==> config.mk <==
export PLATFORM = sky130hd
export DESIGN_NAME = button_gesture_detector
export DESIGN_NICKNAME = d
export VERILOG_FILES = /design/src/rtl/core/bgd_pkg.sv /design/src/rtl/core/button_gesture_detector.sv /design/src/rtl/core/bgd_front.sv /design/src/rtl/core/bgd_engine.sv
export SDC_FILE = /design/constraint.sdc
export NUM_CORES = 1
export LEC_CHECK = 0
export ABC_AREA = 1
export BUFFER_PORTS_ARGS = -buffer_cell sky130_fd_sc_hd__buf_2
export CAP_MARGIN = 20
export CORE_MARGIN = 2
export CORE_UTILIZATION = 55
export CTS_BUF_LIST = sky130_fd_sc_hd__clkbuf_8
export DETAILED_ROUTE_END_ITERATION = 16
export PLACE_DENSITY_LB_ADDON = 0.05
export SETUP_SLACK_MARGIN = 0.15
export SKIP_CTS_REPAIR_TIMING = 1
export SYNTH_ARGS = -nofsm -noshare
export SYNTH_HDL_FRONTEND = slang
export SYNTH_SLANG_ARGS = --single-unit
==> constraint.sdc <==
create_clock -name aclk -period 8.3 [get_ports aclk]
set_clock_uncertainty 0.05 [all_clocks]
set_input_delay 0.83 -clock aclk [delete_from_list [all_inputs] [get_ports aclk]]
set_output_delay 0.83 -clock aclk [all_outputs]
set_load 0.005 [all_outputs]
==> src/rtl/core/bgd_pkg.sv <==
`timescale 1ns / 1ps
`default_nettype none
// ---------------------------------------------------------------------------
// bgd_pkg: shared types and constants of the button gesture detector
// Widths, register indexes, reset values, gesture and event codes, and the
// queue item and configuration structs used by front, engine and top level.
// ---------------------------------------------------------------------------
package bgd_pkg;

    // Number of buttons watched (1 to 8)
    localparam int NUM_BUTTONS = 5;

    // Field widths fixed by the stream format
    localparam int BTN_W   = 3;
    localparam int TIME_W  = 32;
    localparam int CFG_W   = 16;
    localparam int IDLE_W  = 5;
    localparam int RCNT_W  = 3;
    localparam int CODE_W  = 3;
    localparam int CFG_IDX_W = 3;

    // Button select width for the state arrays
    localparam int BSEL_W = (NUM_BUTTONS > 1) ? $clog2(NUM_BUTTONS) : 1;

    // Idle levels widened so that every button index has a bit
    localparam int IDLE_EXT_W = 1 << BTN_W;

    // Stream data widths (fields packed from bit 0, padded to bytes)
    localparam int S_DATA_W = ((BTN_W + 1 + TIME_W + 7) / 8) * 8;
    localparam int M_DATA_W = ((BTN_W + CODE_W + 7) / 8) * 8;

    localparam logic [RCNT_W-1:0] RCNT_MAX = '1;

    // Configuration register indexes
    localparam logic [CFG_IDX_W-1:0] CFG_IDX_PRESS    = 3'd0;
    localparam logic [CFG_IDX_W-1:0] CFG_IDX_HOLD     = 3'd1;
    localparam logic [CFG_IDX_W-1:0] CFG_IDX_RELEASE  = 3'd2;
    localparam logic [CFG_IDX_W-1:0] CFG_IDX_GAP      = 3'd3;
    localparam logic [CFG_IDX_W-1:0] CFG_IDX_THROTTLE = 3'd4;
    localparam logic [CFG_IDX_W-1:0] CFG_IDX_IDLE     = 3'd5;

    // Configuration reset values
    localparam logic [CFG_W-1:0]  PRESS_TIME_RST   = 16'd10;
    localparam logic [CFG_W-1:0]  HOLD_TIME_RST    = 16'd350;
    localparam logic [CFG_W-1:0]  RELEASE_TIME_RST = 16'd10;
    localparam logic [CFG_W-1:0]  CLICK_GAP_RST    = 16'd120;
    localparam logic [CFG_W-1:0]  THROTTLE_RST     = 16'd2;
    localparam logic [IDLE_W-1:0] IDLE_LEVELS_RST  = 5'd31;

    // Per-button gesture state
    typedef enum logic [6:0] {
        G_IDLE     = 7'b0000001,
        G_FRONT    = 7'b0000010,
        G_PRESSED  = 7'b0000100,
        G_HELD     = 7'b0001000,
        G_BACK     = 7'b0010000,
        G_RELEASED = 7'b0100000,
        G_CLICKED  = 7'b1000000
    } gesture_t;

    // Reported event codes
    typedef enum logic [CODE_W-1:0] {
        EV_PRESSED  = 3'd0,
        EV_HELD     = 3'd1,
        EV_RELEASED = 3'd2,
        EV_CLICK    = 3'd3,
        EV_DOUBLE   = 3'd4,
        EV_TRIPLE   = 3'd5,
        EV_MULTIPLE = 3'd6
    } event_code_t;

    // Classified item waiting between front and engine
    typedef struct packed {
        logic              is_tick;
        logic [BTN_W-1:0]  idx;
        logic              level;
        logic [TIME_W-1:0] now;
    } item_t;

    // Configuration register set
    typedef struct packed {
        logic [CFG_W-1:0]  press_time;
        logic [CFG_W-1:0]  hold_time;
        logic [CFG_W-1:0]  release_time;
        logic [CFG_W-1:0]  click_gap;
        logic [CFG_W-1:0]  throttle;
        logic [IDLE_W-1:0] idle_levels;
    } cfg_t;

    // Idle level of one button; buttons beyond the register width idle low
    function automatic logic idle_bit(input logic [IDLE_W-1:0] levels,
                                      input logic [BTN_W-1:0] b);
        logic [IDLE_EXT_W-1:0] ext;
        ext = IDLE_EXT_W'(levels);
        return ext[b];
    endfunction

endpackage
`default_nettype wire

==> src/rtl/core/button_gesture_detector.sv <==
`timescale 1ns / 1ps
`default_nettype none
// ---------------------------------------------------------------------------
// button_gesture_detector: push button gesture detector, top level
// Holds the configuration registers and joins the input front end to the
// gesture engine.
// ---------------------------------------------------------------------------
// Usage:
// - Input stream (s_): one transaction per pin change (s_tuser = 0, with
//   button index, pin level and time) or per timer tick (s_tuser = 1, time).
// - Output stream (m_): one transaction per gesture event; m_tlast marks the
//   final event caused by a tick. Pin changes cause no events.
// - The engine applies a pin change as it takes it from the queue. A tick
//   walks the buttons one a cycle, and the walk holds while the receiver
//   stalls.
// - A two-entry queue sits between front end and engine, so transactions are
//   taken while a tick is still being walked; s_tready drops only when it is
//   full. An event waits in a pending register until the walk finds the
//   next event of the tick or ends; after the walk visits the final button,
//   a drain step moves the last event into the output register.
// - When m_tready is low the output register holds; the walk holds on the
//   next event, and the queue fills before s_tready drops.
// - Reset (aresetn low, synchronous) sets every button to idle with its
//   level at the idle level, clears queue and outputs, and loads default
//   timings. Write configuration (cfg_we, cfg_index, cfg_wdata) only while
//   the block is idle.
// ---------------------------------------------------------------------------
module button_gesture_detector (
    input  wire logic                              aclk,
    input  wire logic                              aresetn,
    input  wire logic                              cfg_we,
    input  wire logic [bgd_pkg::CFG_IDX_W-1:0]     cfg_index,
    input  wire logic [bgd_pkg::CFG_W-1:0]         cfg_wdata,
    input  wire logic                              s_tvalid,
    output logic                                   s_tready,
    // s_tdata: button_index [2:0], pin_level [3], now_ms [35:4], zero pad
    input  wire logic [bgd_pkg::S_DATA_W-1:0]      s_tdata,
    // s_tuser: func [0] (0 pin change, 1 tick)
    input  wire logic [0:0]                        s_tuser,
    output logic                                   m_tvalid,
    input  wire logic                              m_tready,
    // m_tdata: event_button [2:0], event_code [5:3], zero pad
    output logic [bgd_pkg::M_DATA_W-1:0]           m_tdata,
    output logic                                   m_tlast
);
    import bgd_pkg::*;

    cfg_t  cfg_reg;
    logic  head_valid;
    item_t head;
    logic  pop;

    // Configuration registers
    always_ff @(posedge aclk) begin
        if (!aresetn) begin
            cfg_reg.press_time   <= PRESS_TIME_RST;
            cfg_reg.hold_time    <= HOLD_TIME_RST;
            cfg_reg.release_time <= RELEASE_TIME_RST;
            cfg_reg.click_gap    <= CLICK_GAP_RST;
            cfg_reg.throttle     <= THROTTLE_RST;
            cfg_reg.idle_levels  <= IDLE_LEVELS_RST;
        end else if (cfg_we) begin
            unique case (cfg_index)
                CFG_IDX_PRESS:    cfg_reg.press_time   <= cfg_wdata;
                CFG_IDX_HOLD:     cfg_reg.hold_time    <= cfg_wdata;
                CFG_IDX_RELEASE:  cfg_reg.release_time <= cfg_wdata;
                CFG_IDX_GAP:      cfg_reg.click_gap    <= cfg_wdata;
                CFG_IDX_THROTTLE: cfg_reg.throttle     <= cfg_wdata;
                CFG_IDX_IDLE:     cfg_reg.idle_levels  <= cfg_wdata[IDLE_W-1:0];
                default: begin
                end
            endcase
        end
    end

    bgd_front u_front (
        .aclk       (aclk),
        .aresetn    (aresetn),
        .s_tvalid   (s_tvalid),
        .s_tready   (s_tready),
        .s_tdata    (s_tdata),
        .s_tuser    (s_tuser),
        .head_valid (head_valid),
        .head       (head),
        .pop        (pop)
    );

    bgd_engine u_engine (
        .aclk       (aclk),
        .aresetn    (aresetn),
        .cfg        (cfg_reg),
        .head_valid (head_valid),
        .head       (head),
        .pop        (pop),
        .m_tvalid   (m_tvalid),
        .m_tready   (m_tready),
        .m_tdata    (m_tdata),
        .m_tlast    (m_tlast)
    );

endmodule
`default_nettype wire

==> src/rtl/core/bgd_front.sv <==
`timescale 1ns / 1ps
`default_nettype none
// ---------------------------------------------------------------------------
// bgd_front: input classification and item queue
// Accepts stream transactions, drops pin changes for buttons that do not
// exist, and queues the rest in order for the gesture engine.
// ---------------------------------------------------------------------------
module bgd_front (
    input  wire logic                         aclk,
    input  wire logic                         aresetn,
    input  wire logic                         s_tvalid,
    output logic                              s_tready,
    // s_tdata: button_index [2:0], pin_level [3], now_ms [35:4], zero pad
    input  wire logic [bgd_pkg::S_DATA_W-1:0] s_tdata,
    // s_tuser: func [0] (0 pin change, 1 tick)
    input  wire logic [0:0]                   s_tuser,
    output logic                              head_valid,
    output bgd_pkg::item_t                    head,
    input  wire logic                         pop
);
    import bgd_pkg::*;

    localparam int QUEUE_DEPTH = 2;
    localparam int PTR_W = $clog2(QUEUE_DEPTH);
    localparam int CNT_W = $clog2(QUEUE_DEPTH + 1);
    localparam logic [BTN_W:0] NUM_BTN_X = (BTN_W + 1)'(NUM_BUTTONS);

    item_t            q_reg [QUEUE_DEPTH];
    logic [PTR_W-1:0] wr_ptr_reg, wr_ptr_next;
    logic [PTR_W-1:0] rd_ptr_reg, rd_ptr_next;
    logic [CNT_W-1:0] count_reg, count_next;

    item_t in_item;
    logic  in_keep;
    logic  push;
    logic  do_pop;

    // Unpack and classify the incoming transaction
    always_comb begin
        in_item.is_tick = s_tuser[0];
        in_item.idx     = s_tdata[BTN_W-1:0];
        in_item.level   = s_tdata[BTN_W];
        in_item.now     = s_tdata[BTN_W+1 +: TIME_W];
        in_keep = in_item.is_tick || ({1'b0, in_item.idx} < NUM_BTN_X);
    end

    assign s_tready   = (count_reg != CNT_W'(QUEUE_DEPTH));
    assign push       = s_tvalid && s_tready && in_keep;
    assign do_pop     = pop && head_valid;
    assign head_valid = (count_reg != '0);
    assign head       = q_reg[rd_ptr_reg];

    // Advance pointers and fill level
    always_comb begin
        wr_ptr_next = wr_ptr_reg;
        rd_ptr_next = rd_ptr_reg;
        count_next  = count_reg;
        if (push) begin
            wr_ptr_next = (wr_ptr_reg == PTR_W'(QUEUE_DEPTH - 1)) ? '0 : wr_ptr_reg + 1'b1;
        end
        if (do_pop) begin
            rd_ptr_next = (rd_ptr_reg == PTR_W'(QUEUE_DEPTH - 1)) ? '0 : rd_ptr_reg + 1'b1;
        end
        priority if (push && !do_pop) begin
            count_next = count_reg + 1'b1;
        end else if (do_pop && !push) begin
            count_next = count_reg - 1'b1;
        end else begin
            count_next = count_reg;
        end
    end

    always_ff @(posedge aclk) begin
        if (!aresetn) begin
            wr_ptr_reg <= '0;
            rd_ptr_reg <= '0;
            count_reg  <= '0;
        end else begin
            wr_ptr_reg <= wr_ptr_next;
            rd_ptr_reg <= rd_ptr_next;
            count_reg  <= count_next;
        end
    end

    // Store queued items
    always_ff @(posedge aclk) begin
        if (push) begin
            q_reg[wr_ptr_reg] <= in_item;
        end
    end

    // Fill level stays within the queue depth
    assert property (@(posedge aclk) disable iff (!aresetn)
        count_reg <= CNT_W'(QUEUE_DEPTH))
        else $error("queue fill level beyond depth");

    // A dropped pin change never changes the fill level
    assert property (@(posedge aclk) disable iff (!aresetn)
        (s_tvalid && s_tready && !in_keep && !do_pop) |=> $stable(count_reg))
        else $error("dropped item entered the queue");

    // A full queue that is not drained stays full and refuses transactions
    assert property (@(posedge aclk) disable iff (!aresetn)
        (!s_tready && !do_pop) |=> !s_tready)
        else $error("full queue opened without a pop");

endmodule
`default_nettype wire

==> src/rtl/core/bgd_engine.sv <==
`timescale 1ns / 1ps
`default_nettype none
// ---------------------------------------------------------------------------
// bgd_engine: gesture state per button and event generation
// Applies pin changes as it takes them and walks all buttons on a tick,
// one a cycle unless the output holds it. Events pass a pending register
// so that a tick's last event can be marked, then the output register.
// ---------------------------------------------------------------------------
module bgd_engine (
    input  wire logic                         aclk,
    input  wire logic                         aresetn,
    input  wire bgd_pkg::cfg_t                cfg,
    input  wire logic                         head_valid,
    input  wire bgd_pkg::item_t               head,
    output logic                              pop,
    output logic                              m_tvalid,
    input  wire logic                         m_tready,
    // m_tdata: event_button [2:0], event_code [5:3], zero pad
    output logic [bgd_pkg::M_DATA_W-1:0]      m_tdata,
    output logic                              m_tlast
);
    import bgd_pkg::*;

    typedef enum logic [2:0] {
        S_IDLE  = 3'b001,
        S_WALK  = 3'b010,
        S_DRAIN = 3'b100
    } eng_state_t;

    localparam logic [BSEL_W-1:0] LAST_BTN = BSEL_W'(NUM_BUTTONS - 1);

    eng_state_t         fsm_reg, fsm_next;
    logic [BSEL_W-1:0]  cursor_reg, cursor_next;
    logic [TIME_W-1:0]  tick_now_reg;
    logic               tick_now_we;

    // Per-button state
    gesture_t           gs_reg    [NUM_BUTTONS];
    gesture_t           prev_reg  [NUM_BUTTONS];
    logic               lvl_reg   [NUM_BUTTONS];
    logic [TIME_W-1:0]  stime_reg [NUM_BUTTONS];
    logic [TIME_W-1:0]  ctime_reg [NUM_BUTTONS];
    logic [RCNT_W-1:0]  rcnt_reg  [NUM_BUTTONS];

    // Pending and output event registers
    logic               pend_valid_reg, pend_valid_next;
    logic [BTN_W-1:0]   pend_btn_reg, pend_btn_next;
    event_code_t        pend_code_reg, pend_code_next;
    logic               out_valid_reg, out_valid_next;
    logic [BTN_W-1:0]   out_btn_reg, out_btn_next;
    event_code_t        out_code_reg, out_code_next;
    logic               out_last_reg, out_last_next;
    logic               out_load;

    // Selected entry and its write port
    logic [BSEL_W-1:0]  sel;
    gesture_t           cur_gs, cur_prev;
    logic               cur_lvl;
    logic [RCNT_W-1:0]  cur_rcnt;
    logic [TIME_W-1:0]  dt_state, dt_chg;
    logic               gs_we, lvl_we, st_we, ct_we, rc_we;
    gesture_t           gs_next;
    logic               lvl_next;
    logic [TIME_W-1:0]  st_next;
    logic [RCNT_W-1:0]  rc_next;

    // Tick evaluation of the selected button
    logic               w_gs_we, w_st_we, w_rc_we, w_ev;
    gesture_t           w_gs;
    logic [RCNT_W-1:0]  w_rc;
    event_code_t        w_code, click_code;
    logic               step_ok, out_free, pin_take;

    assign sel      = (fsm_reg == S_WALK) ? cursor_reg : head.idx[BSEL_W-1:0];
    assign cur_gs   = gs_reg[sel];
    assign cur_prev = prev_reg[sel];
    assign cur_lvl  = lvl_reg[sel];
    assign cur_rcnt = rcnt_reg[sel];
    assign dt_state = tick_now_reg - stime_reg[sel];
    assign dt_chg   = head.now - ctime_reg[sel];
    assign out_free = !out_valid_reg || m_tready;

    // Map the release count to a click code
    always_comb begin
        unique case (cur_rcnt)
            3'd1:    click_code = EV_CLICK;
            3'd2:    click_code = EV_DOUBLE;
            3'd3:    click_code = EV_TRIPLE;
            default: click_code = EV_MULTIPLE;
        endcase
    end

    // Advance the selected button on a tick
    always_comb begin
        w_gs_we = 1'b0;
        w_st_we = 1'b0;
        w_rc_we = 1'b0;
        w_ev    = 1'b0;
        w_gs    = cur_gs;
        w_rc    = cur_rcnt;
        w_code  = EV_PRESSED;
        unique case (cur_gs)
            G_FRONT: begin
                if (dt_state >= TIME_W'(cfg.press_time)) begin
                    w_gs_we = 1'b1;
                    w_gs    = G_PRESSED;
                    w_st_we = 1'b1;
                    w_ev    = 1'b1;
                    w_code  = EV_PRESSED;
                end
            end
            G_PRESSED: begin
                if (dt_state >= TIME_W'(cfg.hold_time)) begin
                    w_gs_we = 1'b1;
                    w_gs    = G_HELD;
                    w_st_we = 1'b1;
                    w_ev    = 1'b1;
                    w_code  = EV_HELD;
                end
            end
            G_HELD: begin
                w_rc_we = 1'b1;
                w_rc    = '0;
            end
            G_BACK: begin
                priority if (cur_prev == G_FRONT) begin
                    // Release right after a press edge is bounce noise
                    w_gs_we = 1'b1;
                    w_gs    = G_IDLE;
                end else if (dt_state >= TIME_W'(cfg.release_time)) begin
                    w_gs_we = 1'b1;
                    w_gs    = G_RELEASED;
                    w_st_we = 1'b1;
                    w_rc_we = 1'b1;
                    w_rc    = (cur_rcnt < RCNT_MAX) ? cur_rcnt + 1'b1 : cur_rcnt;
                    w_ev    = 1'b1;
                    w_code  = EV_RELEASED;
                end else begin
                    w_gs_we = 1'b0;
                end
            end
            G_RELEASED: begin
                if (dt_state >= TIME_W'(cfg.click_gap)) begin
                    w_gs_we = 1'b1;
                    w_gs    = G_CLICKED;
                    w_st_we = 1'b1;
                    w_rc_we = 1'b1;
                    w_rc    = '0;
                    w_ev    = 1'b1;
                    w_code  = click_code;
                end
            end
            G_CLICKED: begin
                w_gs_we = 1'b1;
                w_gs    = G_IDLE;
            end
            default: begin
                w_gs_we = 1'b0;
            end
        endcase
    end

    // Throttle and level check for a pin change
    assign pin_take = (dt_chg > TIME_W'(cfg.throttle)) && (head.level != cur_lvl);

    // Hold the walk while a second event finds the output full
    assign step_ok = !(w_ev && pend_valid_reg && !out_free);

    // Sequencer
    always_comb begin
        fsm_next        = fsm_reg;
        cursor_next     = cursor_reg;
        pop             = 1'b0;
        tick_now_we     = 1'b0;
        gs_we           = 1'b0;
        lvl_we          = 1'b0;
        st_we           = 1'b0;
        ct_we           = 1'b0;
        rc_we           = 1'b0;
        gs_next         = w_gs;
        lvl_next        = head.level;
        st_next         = tick_now_reg;
        rc_next         = w_rc;
        pend_valid_next = pend_valid_reg;
        pend_btn_next   = pend_btn_reg;
        pend_code_next  = pend_code_reg;
        out_load        = 1'b0;
        out_last_next   = 1'b0;
        unique case (fsm_reg)
            S_IDLE: begin
                if (head_valid) begin
                    pop = 1'b1;
                    if (head.is_tick) begin
                        tick_now_we = 1'b1;
                        cursor_next = '0;
                        fsm_next    = S_WALK;
                    end else if (pin_take) begin
                        gs_we   = 1'b1;
                        gs_next = (idle_bit(cfg.idle_levels, head.idx) != head.level)
                                  ? G_FRONT : G_BACK;
                        lvl_we  = 1'b1;
                        st_we   = 1'b1;
                        st_next = head.now;
                        ct_we   = 1'b1;
                    end
                end
            end
            S_WALK: begin
                if (step_ok) begin
                    gs_we = w_gs_we;
                    st_we = w_st_we;
                    rc_we = w_rc_we;
                    if (w_ev) begin
                        // Earlier event of this tick is not the last one
                        out_load        = pend_valid_reg;
                        pend_valid_next = 1'b1;
                        pend_btn_next   = BTN_W'(cursor_reg);
                        pend_code_next  = w_code;
                    end
                    if (cursor_reg == LAST_BTN) begin
                        fsm_next = S_DRAIN;
                    end else begin
                        cursor_next = cursor_reg + 1'b1;
                    end
                end
            end
            S_DRAIN: begin
                priority if (!pend_valid_reg) begin
                    fsm_next = S_IDLE;
                end else if (out_free) begin
                    out_load        = 1'b1;
                    out_last_next   = 1'b1;
                    pend_valid_next = 1'b0;
                    fsm_next        = S_IDLE;
                end else begin
                    fsm_next = S_DRAIN;
                end
            end
            default: begin
                fsm_next = S_IDLE;
            end
        endcase
    end

    // Output register: load from pending, clear once taken
    always_comb begin
        out_valid_next = out_valid_reg && !m_tready;
        out_btn_next   = out_btn_reg;
        out_code_next  = out_code_reg;
        if (out_load) begin
            out_valid_next = 1'b1;
            out_btn_next   = pend_btn_reg;
            out_code_next  = pend_code_reg;
        end
    end

    // Control registers
    always_ff @(posedge aclk) begin
        if (!aresetn) begin
            fsm_reg        <= S_IDLE;
            cursor_reg     <= '0;
            pend_valid_reg <= 1'b0;
            out_valid_reg  <= 1'b0;
        end else begin
            fsm_reg        <= fsm_next;
            cursor_reg     <= cursor_next;
            pend_valid_reg <= pend_valid_next;
            out_valid_reg  <= out_valid_next;
        end
    end

    // Event payload registers
    always_ff @(posedge aclk) begin
        pend_btn_reg  <= pend_btn_next;
        pend_code_reg <= pend_code_next;
        out_btn_reg   <= out_btn_next;
        out_code_reg  <= out_code_next;
        if (out_load) begin
            out_last_reg <= out_last_next;
        end
        if (tick_now_we) begin
            tick_now_reg <= head.now;
        end
    end

    // Button state: reset to idle, write the selected entry
    always_ff @(posedge aclk) begin
        if (!aresetn) begin
            for (int b = 0; b < NUM_BUTTONS; b++) begin
                gs_reg[b]    <= G_IDLE;
                prev_reg[b]  <= G_IDLE;
                lvl_reg[b]   <= idle_bit(IDLE_LEVELS_RST, BTN_W'(b));
                stime_reg[b] <= '0;
                ctime_reg[b] <= '0;
                rcnt_reg[b]  <= '0;
            end
        end else begin
            if (gs_we) begin
                prev_reg[sel] <= cur_gs;
                gs_reg[sel]   <= gs_next;
            end
            if (lvl_we) begin
                lvl_reg[sel] <= lvl_next;
            end
            if (st_we) begin
                stime_reg[sel] <= st_next;
            end
            if (ct_we) begin
                ctime_reg[sel] <= head.now;
            end
            if (rc_we) begin
                rcnt_reg[sel] <= rc_next;
            end
        end
    end

    assign m_tvalid = out_valid_reg;
    assign m_tdata  = M_DATA_W'({out_code_reg, out_btn_reg});
    assign m_tlast  = out_last_reg;

    // No event may wait once the engine is back to idle
    assert property (@(posedge aclk) disable iff (!aresetn)
        (fsm_reg == S_IDLE) |-> !pend_valid_reg)
        else $error("pending event left behind after a tick");

    // The final event of a tick is only sent from the drain step
    assert property (@(posedge aclk) disable iff (!aresetn)
        (out_load && out_last_next) |-> (fsm_reg == S_DRAIN))
        else $error("last event marked outside drain");

    // The walk cursor stays on an existing button
    assert property (@(posedge aclk) disable iff (!aresetn)
        (fsm_reg == S_WALK) |-> (cursor_reg <= LAST_BTN))
        else $error("walk cursor out of range");

    // A tick taken from the queue starts a walk at the first button
    assert property (@(posedge aclk) disable iff (!aresetn)
        (fsm_reg == S_IDLE && head_valid && head.is_tick)
        |=> (fsm_reg == S_WALK && cursor_reg == '0))
        else $error("tick did not start a walk");

    // The output is never overwritten while it waits
    assert property (@(posedge aclk) disable iff (!aresetn)
        out_load |-> out_free)
        else $error("output register overwritten");

endmodule
`default_nettype wire
==> results of run 1 <==
-- kinds of logic (layout without fill, tap and decap cells) --
logic type      count (synthesis)  after routing  share of synthesized area [%]
buf+inv                       575            898                          5.890
flops                         873            873                          61.65
xor+xnor                       41             41                         0.8773
simple gates                 1584           1584                          16.86
fa+ha+maj                     151            151                          4.652
other cells                     1              5                       0.009162
compound gates                681            681                          10.06
-- area by class of cell --
class	instances	share of cell area (%)
clock inverters	104	1.411
repair buffers	211	3.542
diodes	3	0.01637
clock buffers	150	4.502
multi-input cells	2459	29.28
well taps	969	2.644
inverters	433	3.564
flip-flops and latches	873	55.04
-- synth_stat cells (59+ instances only) --
cell type  instances  area (µm²)
dfxtp_1           98        1962
edfxtp_1         775       23270
o21ai_0          171       855.8
inv_1            414        1554
nand2_1          685        2571
nand3_1           85       425.4
nor2_1           559        2098
nand4_1           59       369.1
clkbuf_1          66       247.7
a21oi_1          181       905.9
ha_1             149        1864
o22ai_1          112       700.7
-- power by group through the flow --
| stage | clock network (µW) | registers [µW] | logic [µW] |
|---|---|---|---|
| global placement | 0 | 5540 | 9230 |
| global route | 3830 | 5480 | 10600 |
| detailed placement | 0 | 5540 | 9340 |
| CTS | 3640 | 5450 | 9390 |
| finish | 3590 | 5460 | 9440 |
| floorplan | 0 | 5450 | 6340 |
-- worst paths after layout --
path / startpoint / endpoint / slack, ns
max: flip-flop / u_engine.ctime_reg[1][22] / 0.68
min: s_tdata[7] / u_front.q_reg[0][3] / 0.15
max reg2reg: flip-flop / u_engine.ctime_reg[1][22] / 0.68
min reg2reg: u_engine.pend_code_reg[0] / u_engine.out_code_reg[0] / 0.37
-- critical path: cells and delay by family, from the launching register on --
kind	cells	cell delay (ns)
AND/OR/NAND/NOR	22	3.69
AO/OA/AOI/OAI	4	0.75
buffers and inverters	9	1.44
flip-flops	1	0.37
adder cells (fa/ha/maj)	3	0.86
XOR/XNOR	1	0.13
-- per-layer routing --
layer | up-vias | track usage (%) | wire (µm)
li1 | 14000 | - | -
met1 | 14350 | 42.79 | 49520
met2 | 1276 | 49.85 | 54840
met3 | 194 | 5.231 | 10000
met4 | 0 | 10.33 | 3147
met5 | - | 0 | 0
-- stage by stage --
| stage | std cells | utilization, % | setup WS (ns) |
|---|---|---|---|
| 2_1_floorplan | 3907 | - | 1.329 |
| 3_3_place_gp | 4927 | 57.90 | 0.4002 |
| 3_5_place_dp | 4930 | 58.01 | 0.3510 |
| 4_1_cts | 5184 | 61.67 | 0.3076 |
| 5_1_grt | 5201 | 61.90 | 0.1581 |
| 6_report | 5202 | 61.90 | 0.6824 |
==> summary.md, run 1 <==
The flow ran to the end, and the final reports show no timing, DRC or antenna violations. After synthesis, the netlist uses 56 different library cells. STA classifies the critical path startpoint as a flip-flop. The share of flip-flops with an asynchronous set or reset after synthesis is 0%. The path class of the tightest hold or removal check is in2reg. The tools report the weighted congestion reported at the end of routability-driven placement as 0.9178. For this run, the register share of the synthesized area comes to 61.65%. The top fanout value on the critical path came out at 22. The initial antenna violation count was 6; the standard cell area after detailed placement was 42970 µm². The first global-routing pass estimated 176800 µm of wire. For the pin with the worst max-slew slack, the measured transition is 0.9820 ns. Clock tree synthesis inserted a total of 145 buffers. For this block, the initial DRC count from the detailed router was 2990.

The internal portion of the total power is 10230 µW. The library cell used most frequently in the layout, excluding fill and tap cells, is edfxtp_1. The clock network is responsible for 19.4% of the overall power. Data on the critical path is required at its endpoint by 8.79 ns. The power share of the sequential group is 29.5%, and the number of search-and-repair iterations in the first detailed-routing pass is 5. The logs give 4 for the H-tree depth reported by CTS and 76620 µm² for the full die area.

The switching part of the total is 44.67%, and the overall track demand over capacity in global routing is 30.91%. The setup path with the least slack is of type reg2reg. The top cell types in the final layout, fill and taps aside, are 775 x edfxtp_1, 672 x nand2_1, 550 x nor2_1. Setup repair after global routing left no endpoint under its margin. The cell seen most often among critical-path stages was nand2_1. Summing all multi-input logic gate instances after layout gives 13430 µm². Data arrives at the worst endpoint at 8.11 ns. Measured against its own limit, the worst slew margin works out to 34.53%.

After synthesis the cells add up to 40930 µm². With fillers left out, the area of the finished cells amounts to 45850 µm². The logs give 0 for the reported max-cap violation count and 81130 µm for the final HPWL from detailed placement. The run gives 131.3 MHz as the achievable clock frequency. Fill cells in the final layout number 6211. For this run, the post-layout net count is 4339.

The critical path endpoint category was a flip-flop. The analysis attributes to net switching a power of 8260 µW. Once the floorplan was initialized, standard cells occupied 55.26% of the core. The synthesized design contains 873 register bits.

In the final layout, the share of cells above drive strength 1 is 13.97%. The cell count of the worst hold path came out at 1. For the area of the core, the log shows 74070 µm². The number of design rule violations left after detail routing came out at 0.

The vias per cell is 5.733. The number of clock sinks was 873; the clock-pin slew on the worst setup and hold paths was 0.06 ns. The design draws 18490 µW. From left edge to right edge, the die measures 276.8 µm.

TritonCTS built the clock tree. Yosys mapped a number of flops with a built-in enable equal to 775. After detailed routing, the total wire length is 117500 µm.

Final hold analysis gives a worst-case slack of 0.1542 ns. For the number of global-route vias before repair, the log shows 28830. The clock passes through at most 3 buffers.

The number of cells traversed by the worst register-to-register path is 39, and the Yosys warning count is 0. Combinational cells account for 51.0% of the total power. Input and output buffers added on the ports amount to 69. The pin count of the biggest net entering global routing was 75. Dividing the detail-routed wire length by the instance count gives 22.59 µm.

On the critical path, the stage with the largest delay is an instance of or4_1. The area growth from synthesis to layout is 12.02%. The tools report the worst supply voltage drop on vdd as 0.0001920 V. The tree is rooted in a clkbuf_8. Summed over all layers, the global routing overflow is 0. Subtracting the final worst setup slack from the clock period gives 7.618 ns. The count of final hold-check violations is 0, and the worst stage delay on the critical path is 0.51 ns.

Power spread over the standard cell area amounts to 403.3 nW/µm². The logs give 0 for the number of endpoints failing setup at the final stage and 0.81 ns for the insertion delay of the later-clocked pin in the worst-skew pair. The final route contains 29820 vias.

The logs give 0 for the max-slew violation total from the final report and 0 ns for the final setup TNS. From bottom edge to top edge, the die measures 276.8 µm. The most used flip-flop cell after synthesis is edfxtp_1.

The post-synthesis area per instance works out to 10.48 µm². The final critical path takes up 91.78% of the cycle. The register area was 25240 µm²; the leakage power total was 0.01832 µW. The run gives 76 as the number of primary I/O pins. Synthesis produced a netlist whose cell count is 3906.

For the final antenna-violating net count, the log shows 0. The run gives 100 as the number of standard-cell rows in the floorplan.
No activity file was read; power rests on OpenSTA's default activity.
==> inputs of run 2 (changes only) <==
clock period = 7.94 ns   (was 8.3 ns; I/O delays follow)
==> summary.md, run 2 (synthesized netlist as in run 1, its figures left out) <==
The worst supply voltage drop on vdd came out at 0.0002158 V. The congestion estimate from routability-driven global placement came to 0.9409. TritonCTS built the clock tree.

The worst path needs 7.453 ns of the cycle, external delays included. The final setup TNS was 0 ns; the die height was 276.8 µm. Counting tap cells, the placed design contains a total of 4935 instances.

The total wire length came out at 118500 µm. The run finished with clean final reports. Based on the critical path, the design can be clocked at up to 134.2 MHz.

The power share of the sequential group is 29.6%. The via count of the routed design came out at 29900. The top cell types in the final layout, fill and taps aside, are 775 x edfxtp_1, 673 x nand2_1, 549 x nor2_1. The full die area was 76620 µm²; the clock-pin slew on the worst setup and hold paths was 0.06 ns. Type of the setup path with the least slack: reg2reg. After detailed routing, the number of remaining DRC violations is 0. Cell internal power was estimated by the tool at 10620 µW.

For the worst setup path, the data required time is 8.39 ns. Buffers placed on the I/O ports in this run total 69. The analysis attributes to net switching a power of 8674 µW. The worst pin sits at a relative slew slack of 28.48%. The tools report the endpoint of the most critical setup path as u_engine.gs_reg[7][2].

The leakage power total came out at 0.01829 µW. Summed over all nets, the half-perimeter wirelength after detailed placement is 81910 µm. After the last flow step, the layout net total stands at 4337. Of all nets on the critical path, the largest fanout is 28. The tools report the number of endpoints failing setup at the final stage as 0. The kind of path behind the tightest hold check was in2reg. In the final routed layout, each cell accounts on average for 22.82 µm.

For this design, the sink count on the clock tree is 873. The tools report the arrival time of data at the critical path endpoint as 7.90 ns. Entering global routing, the biggest net connects 92 pins. Starting utilization of the core area: 55.26%. The worst register-to-register path begins at u_engine.fsm_reg[0].

In this run, the combinational gates consume 51.2% of the power. In this run the count of I/O pins placed on the die edge is 76. In this run the horizontal extent of the chip is 276.8 µm. The worst setup path is captured at a flip-flop.

The number of global-route vias before repair was 29170. At the pin with the least slew margin, the transition time is 1.062 ns. The tools report the count of final hold-check violations as 0. The post-route netlist has 13.99% of its cells at a drive strength greater than 1. The slowest stage of the critical path is the or4_1 cell. The total area inside the core boundary comes to 74070 µm². The number of cells traversed by the worst register-to-register path is 34, and the number of search-and-repair iterations in the first detailed-routing pass is 6. The total congestion overflow after global routing is 0, and the initial antenna violation count is 6. The detail route stage leaves a number of antenna-violating nets equal to 0. The clock passes through at most 3 buffers.

Dividing the detail-routed via count by the number of cells gives 5.759. The commonest non-fill, non-tap cell in the layout is edfxtp_1. The overall track demand over capacity in global routing is 30.98%, and the count of placed standard cells in the final layout, fillers left out is 5193.

The layout overhead on the synthesized area was 11.87%. Setup repair after global routing could not meet its margin everywhere. The tools report the critical path launch point type as a flip-flop. Clock latency on the worst-skew pair, taken at its later pin, is 0.80 ns. In this run the critical register-to-register path is captured at u_engine.gs_reg[7][2]. The cell sitting at the root of the clock tree is a clkbuf_8.

The worst setup path startpoint was u_engine.fsm_reg[0]. The tools report the max-slew violation total from the final report as 0. Share of power burned in the clock network: 19.2%. The number of standard-cell rows in the floorplan was 100.

The core utilization of the finished layout is 61.82%. The total power per unit cell area is 421.4 nW/µm², and the worst stage delay on the critical path is 0.62 ns. The switching part of the total was 44.95%.

The reported max-cap violation count was 0; the worst-case register-to-register setup slack was 0.49 ns. The final worst-path cycle share is 93.87%. The tools report the H-tree depth reported by CTS as 4.

The clock buffer count from CTS was 146; the wire length of the first global-routing pass was 176400 µm. For this block, the initial DRC count from the detailed router was 3176.
-- run 2: worst min path at each step --
stage                                    from                  endpoint  slack (ns)  depth (start not counted)
finish                            s_tdata[12]       u_front.q_reg[1][8]        0.13                          1
global route                      s_tdata[15]      u_front.q_reg[1][11]        0.08                          1
CTS                               s_tdata[18]      u_front.q_reg[1][14]        0.06                          1
detailed placement   u_engine.pend_btn_reg[0]   u_engine.out_btn_reg[0]        0.36                          0
global placement    u_engine.pend_code_reg[0]  u_engine.out_code_reg[0]        0.35                          0
floorplan            u_engine.pend_btn_reg[0]   u_engine.out_btn_reg[0]        0.35                          0
-- run 2: power by group through the flow --
stage	sequential, µW	combinational [µW]	clock [µW]
floorplan	5700	6630	0
global placement	5790	9670	0
detailed placement	5800	9780	0
CTS	5700	9830	3750
global route	5730	11100	3940
finish	5720	9880	3700
-- run 2: routing by layer --
layer / global-route usage, % / vias to the layer above / share of wire [%]
li1: - / 13990 / -
met1: 42.90 / 14370 / 41
met2: 49.95 / 1314 / 47
met3: 4.826 / 232 / 8.7
met4: 11.09 / 0 / 3.1
met5: 0 / - / 0
-- run 2: final cells by class --
type | count | area, µm²
inverter | 433 | 1635
antenna | 1 | 2.502
multi-input combinational | 2459 | 13440
sequential | 873 | 25240
fill | 6175 | 28280
tap | 969 | 1212
timing repair buffer | 208 | 1593
clock buffer | 150 | 2064
clock inverter | 100 | 605.6
-- run 2: through the flow --
step	hold WS [ns]	setup WS [ns]	area (µm²)	total power [µW]
finish	0.1253	0.4868	45790	19300
global route	0.08475	0.08684	45790	20790
CTS	0.06498	0.1969	45650	19280
detailed placement	0.3556	0.2544	42980	15580
global placement	0.3529	0.3455	42950	15460
floorplan	0.3503	0.9692	40940	12330
-- run 2: critical path, delay by kind of cell, from the launching register on --
| kind | cells | cell delay [ns] |
|---|---|---|
| simple gates | 19 | 3.19 |
| flops | 1 | 0.35 |
| fa+ha+maj | 2 | 0.77 |
| buf+inv | 7 | 1.17 |
| compound gates | 5 | 1.10 |
| xor+xnor | 1 | 0.50 |
